## config.mk

```make
export PLATFORM = sky130hd
export DESIGN_NAME = complex_dft_engine
export DESIGN_NICKNAME = d
export VERILOG_FILES = /design/src/cdft_pkg.sv /design/src/complex_dft_engine.sv /design/src/cdft_ctrl.sv /design/src/cdft_datapath.sv
export SDC_FILE = /design/constraint.sdc
export NUM_CORES = 2
export LEC_CHECK = 0
export ABC_CLOCK_PERIOD_IN_PS = 12000
export BUFFER_PORTS_ARGS = -buffer_cell sky130_fd_sc_hd__buf_2
export CORE_UTILIZATION = 45
export DETAILED_ROUTE_END_ITERATION = 10
export REMOVE_ABC_BUFFERS = 1
export SLEW_MARGIN = 15
export SYNTH_ARGS = -nofsm -noshare
export SYNTH_HDL_FRONTEND = slang
export SYNTH_SLANG_ARGS = --single-unit
```

## constraint.sdc

```tcl
create_clock -name aclk -period 12 [get_ports aclk]
set_input_delay 1.2 -clock aclk [delete_from_list [all_inputs] [get_ports aclk]]
set_output_delay 1.2 -clock aclk [all_outputs]
set_load 0.02 [all_outputs]
```

## src/cdft_pkg.sv

```systemverilog
// ----------------------------------------------------------------------------
// cdft_pkg
// Shared types, constants and the twiddle generator of the direct DFT engine.
// ----------------------------------------------------------------------------
package cdft_pkg;

    localparam int POINTS_DEFAULT = 16;
    localparam int IDX_MAX_W      = 6;
    localparam int SAMPLE_W       = 16;
    localparam int TWIDDLE_W      = 16;
    localparam int BIN_W          = 23;
    localparam int TERM_W         = 18;
    localparam int S_DATA_W       = 32;
    localparam int M_DATA_W       = 56;
    localparam int CORDIC_STEPS   = 16;

    localparam longint CORDIC_GAIN_Q30 = 64'sd652032874;
    localparam longint CORDIC_ATAN [CORDIC_STEPS] = '{
        2097152, 1238021, 654136, 332050, 166669, 83416, 41718, 20860,
        10430, 5215, 2608, 1304, 652, 326, 163, 81
    };

    localparam logic signed [31:0] BIN_MAX = 32'sd4194303;
    localparam logic signed [31:0] BIN_MIN = -32'sd4194304;

    typedef enum logic [1:0] {
        ST_LOAD,
        ST_MAC,
        ST_DRAIN,
        ST_EMIT
    } cdft_state_t;

    // Controller to datapath
    typedef struct packed {
        logic                 load_we;
        logic                 issue;
        logic                 first;
        logic                 last;
        logic                 emit;
        logic                 emit_last;
        logic [IDX_MAX_W-1:0] addr;
        logic [IDX_MAX_W-1:0] phase;
        logic [IDX_MAX_W-1:0] bin;
    } cdft_cmd_t;

    // Datapath to controller
    typedef struct packed {
        logic acc_done;
        logic out_free;
    } cdft_status_t;

    // Round a Q30 value to Q15 with saturation.
    function automatic logic [TWIDDLE_W-1:0] to_q15(input longint v);
        longint r;
        r = (v + 64'sd16384) >>> 15;
        if (r > 64'sd32767) begin
            r = 64'sd32767;
        end
        if (r < -64'sd32768) begin
            r = -64'sd32768;
        end
        return r[TWIDDLE_W-1:0];
    endfunction

    // Twiddle for a 24-bit binary angle; returns {sin, cos} in Q1.15.
    // Only evaluated at elaboration to build the constant table.
    function automatic logic [2*TWIDDLE_W-1:0] tw_cordic(input logic [23:0] ang);
        longint x;
        longint y;
        longint z;
        longint dx;
        longint dy;
        logic [TWIDDLE_W-1:0] c;
        logic [TWIDDLE_W-1:0] s;
        x = CORDIC_GAIN_Q30;
        y = 0;
        z = longint'({42'd0, ang[21:0]});
        for (int i = 0; i < CORDIC_STEPS; i++) begin
            dx = y >>> i;
            dy = x >>> i;
            if (z >= 0) begin
                x = x - dx;
                y = y + dy;
                z = z - CORDIC_ATAN[i];
            end else begin
                x = x + dx;
                y = y - dy;
                z = z + CORDIC_ATAN[i];
            end
        end
        case (ang[23:22])
            2'd0: begin
                c = to_q15(x);
                s = to_q15(y);
            end
            2'd1: begin
                c = to_q15(-y);
                s = to_q15(x);
            end
            2'd2: begin
                c = to_q15(-x);
                s = to_q15(-y);
            end
            default: begin
                c = to_q15(y);
                s = to_q15(-x);
            end
        endcase
        return {s, c};
    endfunction

endpackage

```

## src/complex_dft_engine.sv

```systemverilog
// ----------------------------------------------------------------------------
// complex_dft_engine
// Direct DFT of POINTS complex 16-bit samples with one shared complex MAC.
// ----------------------------------------------------------------------------
// Usage: stream in POINTS samples (real in the low half of s_tdata, imaginary
// in the high half); once the last one is taken, the engine stops accepting
// input and computes X[0] .. X[POINTS-1] in order, one complex multiply-
// accumulate per cycle. Each bin takes POINTS multiply-accumulates; then
// the pipeline drains and the bin is handed off before the next bin starts.
// The single MAC pipeline does the store read and twiddle lookup, four
// 16x16 products, then round and accumulate. Bins leave through an output
// register; m_tlast marks bin POINTS-1. Twiddles are a constant Q1.15 table
// built at elaboration; products are rounded by a 15-bit shift and only the
// final sums saturate to 23 bits. No clearing pass follows reset.
// ----------------------------------------------------------------------------
module complex_dft_engine #(
    parameter int POINTS = cdft_pkg::POINTS_DEFAULT
) (
    input  logic                          aclk,
    input  logic                          aresetn,
    // s_tdata: sample_real [15:0], sample_imag [31:16]
    input  logic                          s_tvalid,
    output logic                          s_tready,
    input  logic [cdft_pkg::S_DATA_W-1:0] s_tdata,
    // m_tdata: bin_real [22:0], bin_imag [45:23], bin_index [51:46], zero fill
    // m_tlast: last_bin
    output logic                          m_tvalid,
    input  logic                          m_tready,
    output logic [cdft_pkg::M_DATA_W-1:0] m_tdata,
    output logic                          m_tlast
);
    import cdft_pkg::*;

    // Command and status between sequencer and datapath
    cdft_cmd_t    cmd;
    cdft_status_t status;

    // Sequencer: sample load, term and bin counters, result hand-off
    cdft_ctrl #(
        .POINTS (POINTS)
    ) u_ctrl (
        .aclk     (aclk),
        .aresetn  (aresetn),
        .s_tvalid (s_tvalid),
        .s_tready (s_tready),
        .status   (status),
        .cmd      (cmd)
    );

    // Datapath: store, twiddles, MAC pipeline, output register
    cdft_datapath #(
        .POINTS (POINTS)
    ) u_datapath (
        .aclk     (aclk),
        .aresetn  (aresetn),
        .s_tdata  (s_tdata),
        .cmd      (cmd),
        .status   (status),
        .m_tvalid (m_tvalid),
        .m_tready (m_tready),
        .m_tdata  (m_tdata),
        .m_tlast  (m_tlast)
    );

endmodule

```

## src/cdft_ctrl.sv

```systemverilog
// ----------------------------------------------------------------------------
// cdft_ctrl
// Sequencer: loads the sample block, walks terms and bins, hands off results.
// ----------------------------------------------------------------------------
module cdft_ctrl #(
    parameter int POINTS = cdft_pkg::POINTS_DEFAULT
) (
    input  logic                   aclk,
    input  logic                   aresetn,
    input  logic                   s_tvalid,
    output logic                   s_tready,
    input  cdft_pkg::cdft_status_t status,
    output cdft_pkg::cdft_cmd_t    cmd
);
    import cdft_pkg::*;

    localparam int IDX_W = $clog2(POINTS);
    localparam logic [IDX_W-1:0] IDX_LAST = IDX_W'(POINTS - 1);
    localparam logic [IDX_W:0]   PH_WRAP  = (IDX_W + 1)'(POINTS);

    cdft_state_t state_reg, state_next;
    logic [IDX_W-1:0] n_reg, n_next;
    logic [IDX_W-1:0] k_reg, k_next;
    logic [IDX_W-1:0] phase_reg, phase_next;
    logic [IDX_W:0]   phase_sum;

    always_ff @(posedge aclk) begin
        if (!aresetn) begin
            state_reg <= ST_LOAD;
            n_reg     <= '0;
            k_reg     <= '0;
            phase_reg <= '0;
        end else begin
            state_reg <= state_next;
            n_reg     <= n_next;
            k_reg     <= k_next;
            phase_reg <= phase_next;
        end
    end

    // Next state
    always_comb begin
        state_next = state_reg;
        case (state_reg)
            ST_LOAD: begin
                if (s_tvalid && n_reg == IDX_LAST) begin
                    state_next = ST_MAC;
                end
            end
            ST_MAC: begin
                if (n_reg == IDX_LAST) begin
                    state_next = ST_DRAIN;
                end
            end
            ST_DRAIN: begin
                if (status.acc_done) begin
                    state_next = ST_EMIT;
                end
            end
            ST_EMIT: begin
                if (status.out_free) begin
                    state_next = (k_reg == IDX_LAST) ? ST_LOAD : ST_MAC;
                end
            end
            default: begin
                state_next = ST_LOAD;
            end
        endcase
    end

    // Counters
    always_comb begin
        n_next     = n_reg;
        k_next     = k_reg;
        phase_next = phase_reg;
        phase_sum  = {1'b0, phase_reg} + {1'b0, k_reg};
        if (phase_sum >= PH_WRAP) begin
            phase_sum = phase_sum - PH_WRAP;
        end
        case (state_reg)
            ST_LOAD: begin
                if (s_tvalid) begin
                    n_next = (n_reg == IDX_LAST) ? '0 : n_reg + 1'b1;
                    k_next = '0;
                    phase_next = '0;
                end
            end
            ST_MAC: begin
                if (n_reg == IDX_LAST) begin
                    n_next     = '0;
                    phase_next = '0;
                end else begin
                    n_next     = n_reg + 1'b1;
                    phase_next = phase_sum[IDX_W-1:0];
                end
            end
            ST_EMIT: begin
                if (status.out_free) begin
                    k_next = (k_reg == IDX_LAST) ? '0 : k_reg + 1'b1;
                end
            end
            default: begin
                n_next = n_reg;
            end
        endcase
    end

    // Outputs
    always_comb begin
        cmd           = '0;
        s_tready      = 1'b0;
        cmd.addr      = IDX_MAX_W'(n_reg);
        cmd.phase     = IDX_MAX_W'(phase_reg);
        cmd.bin       = IDX_MAX_W'(k_reg);
        cmd.first     = (n_reg == '0);
        cmd.last      = (n_reg == IDX_LAST);
        cmd.emit_last = (k_reg == IDX_LAST);
        case (state_reg)
            ST_LOAD: begin
                s_tready    = 1'b1;
                cmd.load_we = s_tvalid;
            end
            ST_MAC: begin
                cmd.issue = 1'b1;
            end
            ST_EMIT: begin
                cmd.emit = status.out_free;
            end
            default: begin
                s_tready = 1'b0;
            end
        endcase
    end

endmodule

```

## src/cdft_datapath.sv

```systemverilog
// ----------------------------------------------------------------------------
// cdft_datapath
// Sample store, twiddle table, complex MAC pipeline and output register.
// ----------------------------------------------------------------------------
module cdft_datapath #(
    parameter int POINTS = cdft_pkg::POINTS_DEFAULT
) (
    input  logic                          aclk,
    input  logic                          aresetn,
    input  logic [cdft_pkg::S_DATA_W-1:0] s_tdata,
    input  cdft_pkg::cdft_cmd_t           cmd,
    output cdft_pkg::cdft_status_t        status,
    output logic                          m_tvalid,
    input  logic                          m_tready,
    output logic [cdft_pkg::M_DATA_W-1:0] m_tdata,
    output logic                          m_tlast
);
    import cdft_pkg::*;

    localparam int IDX_W = $clog2(POINTS);
    localparam int ACC_W = TERM_W + IDX_W;

    // Constant twiddle table, one entry per phase
    logic [2*TWIDDLE_W-1:0] tw_tab [POINTS];
    for (genvar p = 0; p < POINTS; p++) begin : g_tw
        localparam longint ANG_FULL = ((longint'(p) <<< 24) + POINTS / 2) / POINTS;
        localparam logic [23:0] ANG = ANG_FULL[23:0];
        assign tw_tab[p] = tw_cordic(ANG);
    end

    logic [2*SAMPLE_W-1:0] store_mem [POINTS];

    // Stage 1: operand fetch
    logic                   v1_reg, first1_reg, last1_reg;
    logic [2*SAMPLE_W-1:0]  smp_reg;
    logic [2*TWIDDLE_W-1:0] tw_reg;
    // Stage 2: products
    logic                   v2_reg, first2_reg, last2_reg;
    logic signed [31:0]     p_ac_reg, p_bs_reg, p_bc_reg, p_as_reg;
    // Stage 3: accumulate
    logic signed [ACC_W-1:0] acc_reg;
    logic signed [ACC_W-1:0] acc_im_reg;
    logic                    acc_done_reg;
    // Output register
    logic                    out_valid_reg;
    logic [BIN_W-1:0]        out_re_reg, out_im_reg;
    logic [IDX_MAX_W-1:0]    out_bin_reg;
    logic                    out_last_reg;

    logic signed [SAMPLE_W-1:0]  sa, sb;
    logic signed [TWIDDLE_W-1:0] tc, ts;
    logic signed [TERM_W-1:0]    term_re, term_im;
    logic signed [31:0]          acc_ext_re, acc_ext_im;

    function automatic logic signed [16:0] rnd15(input logic signed [31:0] v);
        logic signed [32:0] t;
        t = 33'(v) + 33'sd16384;
        return $signed(t[31:15]);
    endfunction

    function automatic logic [BIN_W-1:0] sat_bin(input logic signed [31:0] v);
        logic signed [31:0] r;
        r = v;
        if (v > BIN_MAX) begin
            r = BIN_MAX;
        end else if (v < BIN_MIN) begin
            r = BIN_MIN;
        end
        return r[BIN_W-1:0];
    endfunction

    always_ff @(posedge aclk) begin
        if (cmd.load_we) begin
            store_mem[cmd.addr[IDX_W-1:0]] <= s_tdata[2*SAMPLE_W-1:0];
        end
        smp_reg <= store_mem[cmd.addr[IDX_W-1:0]];
    end

    assign sa = $signed(smp_reg[SAMPLE_W-1:0]);
    assign sb = $signed(smp_reg[2*SAMPLE_W-1:SAMPLE_W]);
    assign tc = $signed(tw_reg[TWIDDLE_W-1:0]);
    assign ts = $signed(tw_reg[2*TWIDDLE_W-1:TWIDDLE_W]);

    assign term_re = TERM_W'(rnd15(p_ac_reg)) + TERM_W'(rnd15(p_bs_reg));
    assign term_im = TERM_W'(rnd15(p_bc_reg)) - TERM_W'(rnd15(p_as_reg));

    assign acc_ext_re = 32'(acc_reg);
    assign acc_ext_im = 32'(acc_im_reg);

    always_ff @(posedge aclk) begin
        tw_reg   <= tw_tab[cmd.phase[IDX_W-1:0]];
        p_ac_reg <= sa * tc;
        p_bs_reg <= sb * ts;
        p_bc_reg <= sb * tc;
        p_as_reg <= sa * ts;
        if (v2_reg) begin
            if (first2_reg) begin
                acc_reg    <= ACC_W'(term_re);
                acc_im_reg <= ACC_W'(term_im);
            end else begin
                acc_reg    <= acc_reg + ACC_W'(term_re);
                acc_im_reg <= acc_im_reg + ACC_W'(term_im);
            end
        end
        if (cmd.emit) begin
            out_re_reg   <= sat_bin(acc_ext_re);
            out_im_reg   <= sat_bin(acc_ext_im);
            out_bin_reg  <= cmd.bin;
            out_last_reg <= cmd.emit_last;
        end
        first1_reg <= cmd.first;
        last1_reg  <= cmd.last;
        first2_reg <= first1_reg;
        last2_reg  <= last1_reg;
    end

    always_ff @(posedge aclk) begin
        if (!aresetn) begin
            v1_reg        <= 1'b0;
            v2_reg        <= 1'b0;
            acc_done_reg  <= 1'b0;
            out_valid_reg <= 1'b0;
        end else begin
            v1_reg       <= cmd.issue;
            v2_reg       <= v1_reg;
            acc_done_reg <= v2_reg && last2_reg;
            if (cmd.emit) begin
                out_valid_reg <= 1'b1;
            end else if (m_tready) begin
                out_valid_reg <= 1'b0;
            end
        end
    end

    assign status.acc_done = acc_done_reg;
    assign status.out_free = !out_valid_reg || m_tready;

    assign m_tvalid = out_valid_reg;
    assign m_tlast  = out_last_reg;
    assign m_tdata  = {{(M_DATA_W - 2*BIN_W - IDX_MAX_W){1'b0}},
                       out_bin_reg, out_im_reg, out_re_reg};

endmodule
```

# Word-level counts from Yosys, hierarchy flattened
# Memories as Yosys holds them, arrays and structs flattened. A register that Yosys moved wholly into a read port is not among the register bits.
# Index checks and enable logic that the tools add are counted.
dict set report word_totals {
  regBits 245
  mem_count 2
  word_cells 96
  out_inout_bits 59
  ramBits 512
  romBits 512
}
# name depth word_bits read_ports rd_clocked_by_memory_dff write_ports line_no
set mem_list {}
lappend mem_list {{(no name shown)} 16 32 1 1 0 cdft_datapath.sv:91} ;# tw_reg <= tw_tab[cmd.phase[IDX_W-1:0]];
lappend mem_list {u_datapath.store_mem 16 32 1 1 1 cdft_datapath.sv:31} ;# logic [2*SAMPLE_W-1:0] store_mem [POINTS];
dict set report op_classes {
  mul 4
  n_eq_ne 10
  bitwise_logic 1
  add_sub_neg 12
  n_lt_le_gt_ge 5
  reduce_logical 12
  n_mux 28
}
# operator count
set ops {}
lappend ops {{$add A32 B16 Y32 const B} 4}
lappend ops {{$mul A16 B16 Y32} 4}
lappend ops {{$gt A22 B23 Y1 const B} 2}
lappend ops {{$lt A22 B23 Y1 const B} 2}
lappend ops {{$mux W23} 2}
lappend ops {{$add A22 B18 Y22} 2}
lappend ops {{$mux W22} 2}
lappend ops {{$mux W4} 7}
lappend ops {{$pmux W4 S2} 3}
lappend ops {{$add A17 B17 Y18} 1}
lappend ops {{$sub A17 B17 Y18} 1}
lappend ops {{$mux W1} 9}
lappend ops {{$add A4 B1 Y4 const B} 2}
lappend ops {{$eq A4 B4 Y1 const B} 2}
lappend ops {{$mux W2} 4}
lappend ops {{$ne A2 B1 Y1 const B} 4}
lappend ops {{$pmux W2 S4} 1}
lappend ops {{$reduce_bool A2 Y1} 3}
lappend ops {{$add A4 B4 Y5} 1}
lappend ops {{$ge A5 B5 Y1 const B} 1}
lappend ops {{$not A4 Y5} 1}
lappend ops {{$eq A2 B2 Y1 const B} 2}
lappend ops {{$logic_not A4 Y1} 1}
lappend ops {{$reduce_and A4 Y1} 1}
lappend ops {{9 further kinds} 10}

# Longest topological paths before layout
dict set report depth {
  ltp_word 5
  ltp_mapped 24
}

# By module
# A second synthesis with hierarchy kept.
dict set report unflattened {
  hier_cells 5662
  area_unflattened_um2 66775.3
}
# module area_per_inst_um2 instances cells_each seq_area_each_um2
set by_module_without_submodules {}
lappend by_module_without_submodules {cdft_datapath 65806.9 1 5553 20970.1}
lappend by_module_without_submodules {cdft_ctrl 968.4 1 109 280.3}

# Worst setup path before layout
# Ideal clock, no wire load.
dict set report synth_path {
  kind {register -> register}
  from {register u_datapath.tw_reg[30]}
  to {register u_datapath.p_bs_reg[31]}
  synth_period_minus_slack_ns 6.310
  slack_ns 5.690
  stages_incl_launch_ff 24
  path_buffers 2
  t_arrival_ns 6.238
  path_cell_list {dfxtp_1 > clkbuf_1 > clkbuf_1 > nand2_1 > fa_1 > inv_1 > fa_1 > inv_1 > fa_1 > inv_1 > fa_1 > fa_1 > inv_1 > fa_1 > inv_1 > ha_1 > a21o_1 > a21o_1 > a2111o_1 > o221a_2 > o21a_1 > a211o_1 > a211oi_2 > xnor2_1}
}
dict set report synth_via {
  elab_chain_len 1
}
# item line_no
set synth_lines {}
lappend synth_lines {{from (decl)} cdft_datapath.sv:36} ;# logic [2*TWIDDLE_W-1:0] tw_reg;
lappend synth_lines {{$mul A16 B16 Y32} cdft_datapath.sv:93} ;# p_bs_reg <= sb * ts;
lappend synth_lines {{to (signal assigned)} cdft_datapath.sv:93}
lappend synth_lines {{to (decl)} cdft_datapath.sv:39} ;# logic signed [31:0] p_ac_reg, p_bs_reg, p_bc_reg, p_as_reg;
# Every way passes these cells.
# A chain may end at the register's enable or synchronous reset.

# Final worst setup path
dict set report layout_path {
  from {register u_datapath.tw_reg[5]}
  to {register u_datapath.p_ac_reg[31]}
}
dict set report layout_via {
  elab_chain_len 1
}
# item line_no
set layout_lines {}
lappend layout_lines {{$mul A16 B16 Y32} cdft_datapath.sv:92} ;# p_ac_reg <= sa * tc;
lappend layout_lines {{to (signal assigned)} cdft_datapath.sv:92}
lappend layout_lines {{to (decl)} cdft_datapath.sv:39}
# Every way passes these cells.

==> out/qor.txt <==
outcome - finished, final reports clean
Overall Global Routing Usage - 0.213
Top FF cell, synth - edfxtp_1
IO buf count - 88
cell count after synthesis - 5696
WL final - 155000 um
number of flops mapped to enable cells by yosys - 607
Max-slew headroom - 0.277
CTS tree - done
number of global-route vias before repair - 43180
initial antenna violation count - 9
Synth area leader - fa_1
Setup Buffers After CTS - 0
# resized after CTS - 0
Fin. Hold Viols - 0
Initial DRC Count - 2545
achievable frequency - 138 MHz
Die W - 388 um
final worst path period share - 0.605
row cnt - 141
CTS sink cnt - 755
Clock Latency Late Sink - 0.73 ns
share of cells above drive strength 1 - 0.0889
I/O pin total - 95
kind of critical path - reg -> reg
FF+latch count, synth - 755
Worst R2R Setup Slack - 4.74 ns
Slew Viols, Final - 0
number of remaining DRC errors - 0
Final #Nets - 7210
worst path required time - 12.59 ns
Async SR Flop Fraction - 0
die height - 388 um
reg2reg start - u_datapath.tw_reg[5]
RSZ-0062 raised after global routing - no
area of the die - 0.150 mm2
H-tree depth - 3
clk root buf - clkbuf_16
CP endpoint kind - flop
Mapped Area - 0.0669 mm2
Worst-Margin Slew - 1.08 ns
routability cong. - 0.928
Routed WL per cell - 20.1 um
count leader, synth - inv_1
Distinct cells, synth - 75
max reg flops - 512
# setup viols final - 0
min cycle time layout - 7.26 ns
warnings from Yosys - 0
Max Cap Violations - 0
Seq/Total Area, Yosys - 0.317
HPWL Detailed - 115000 um
Initial DRT Pass Iterations - 5
Synth-to-Final Area Change - 8.35%
syn_area_per_cell - 11.7 um2
setup tns final - 0 ns
WP data arrival - 7.85 ns
CTS max path bufs - 3
hold buffers post-CTS - 0
grt ovf - 0
Reg clk slew, reported paths - 0.07 ns
worst hold-check path type - reg -> reg
total number of vias - 39873
Initial Util - 0.453
Critical path origin - u_datapath.tw_reg[5]
synth top area cells - fa_1 31%, edfxtp_1 27%, ha_1 7.9%
Via density - 5.17
first-pass GRT wire length - 248000 um
largest net degree at the start of global routing - 94
commonest cells in the netlist - 1273 x inv_1, 1038 x fa_1, 607 x edfxtp_1
ANT nets after route - 0
Synth top area share - 0.311
TritonCTS Buffers - 82
Layout Skew - 0.0789 ns
core box area - 0.148 mm2
CP Launch Type - flop
worst hold start - u_datapath.last1_reg
Critical Path Fanout Max - 17
cells in the final DEF (no fill, tap or decap), drive strengths merged, types with 9 or more instances in the layout:
| master | instances |
|---|---|
| a211oi | 10 |
| o21a | 34 |
| ha | 425 |
| nand2 | 535 |
| o21bai | 14 |
| bufinv | 10 |
| nor2 | 142 |
| a31oi | 15 |
| o21ai | 93 |
| a21oi | 104 |
| nand3 | 55 |
| clkbuf | 105 |
| nand4 | 27 |
| clkinv | 28 |
| mux2i | 13 |
| fa | 1038 |
| nor3 | 38 |
| xnor2 | 173 |
| buf | 165 |
| nor2b | 23 |
| mux4 | 160 |
| nand2b | 69 |
| a21o | 39 |
| edfxtp | 607 |
| and3 | 21 |
| mux2 | 14 |
| or3 | 9 |
| and2 | 215 |
| xor2 | 63 |
| inv | 1283 |
| dfxtp | 148 |
worst max-delay path: stages, from the launching register on:
cell	delay, ns
dfxtp_1	0.86
buf_4	0.40
nand2_1	0.22
fa_1	0.57
fa_1	0.54
fa_1	0.52
inv_1	0.05
fa_1	0.49
fa_1	0.50
inv_1	0.05
fa_1	0.48
inv_1	0.04
ha_1	0.30
a21o_1	0.17
a21o_1	0.17
a221o_1	0.45
a211o_1	0.42
a311oi_4	0.34
o21ai_1	0.16
o41ai_2	0.24
xnor2_1	0.15
metrics by stage:
stage | hold WS, ns | utilization | cells | cell area [um2] | worst slack (ns)
after global placement | 0.311 | 0.471 | 7557 | 69600 | 4.93
after detailed placement | 0.314 | 0.471 | 7557 | 69600 | 4.89
after floorplan | 0.310 | - | 5462 | 66000 | 3.29
after CTS | 0.328 | 0.491 | 7710 | 72500 | 4.75
after global routing | 0.337 | 0.491 | 7710 | 72500 | 4.43
final | 0.326 | 0.491 | 7713 | 72500 | 4.74
per-layer routing:
metal	vias up	part of all wire	GRT usage
met3	239	0.052	0.0281
met2	1080	0.48	0.351
li1	18073	-	-
met4	12	0.028	0.0616
met5	-	0.00047	0
met1	20469	0.44	0.296
final cells by class:
| cell class | count | area (um2) |
|---|---|---|
| Tap cell | 1930 | 2410 |
| Antenna cell | 3 | 7.51 |
| Fill cell | 13060 | 75200 |
| Multi-Input combinational cell | 3433 | 40200 |
| Clock buffer | 105 | 2220 |
| Inverter | 1274 | 4780 |
| Timing Repair Buffer | 165 | 1030 |
| Clock inverter | 48 | 683 |
| Sequential cell | 755 | 21200 |
cells by family after synthesis:
group                    after synthesis  synth area share
buffers and inverters               1513            0.0852
adder cells (fa/ha/maj)             1463             0.390
AND/OR/NAND/NOR                     1163            0.0822
flip-flops                           755             0.317
AO/OA/AOI/OAI                        378            0.0367
XOR/XNOR                             236            0.0309
multiplexers                         187            0.0582
other                                  1         0.0000560
path summary, 6_finish.rpt:
kind,to,depth (start not counted)
setup / recovery,u_datapath.p_ac_reg[31],20
hold / removal,u_datapath.last2_reg,0
setup reg to reg,u_datapath.p_ac_reg[31],20
hold reg to reg,u_datapath.last2_reg,0
Power is not shown: default switching activity piles up to over one toggle a cycle in this logic, so the estimate is an artifact.
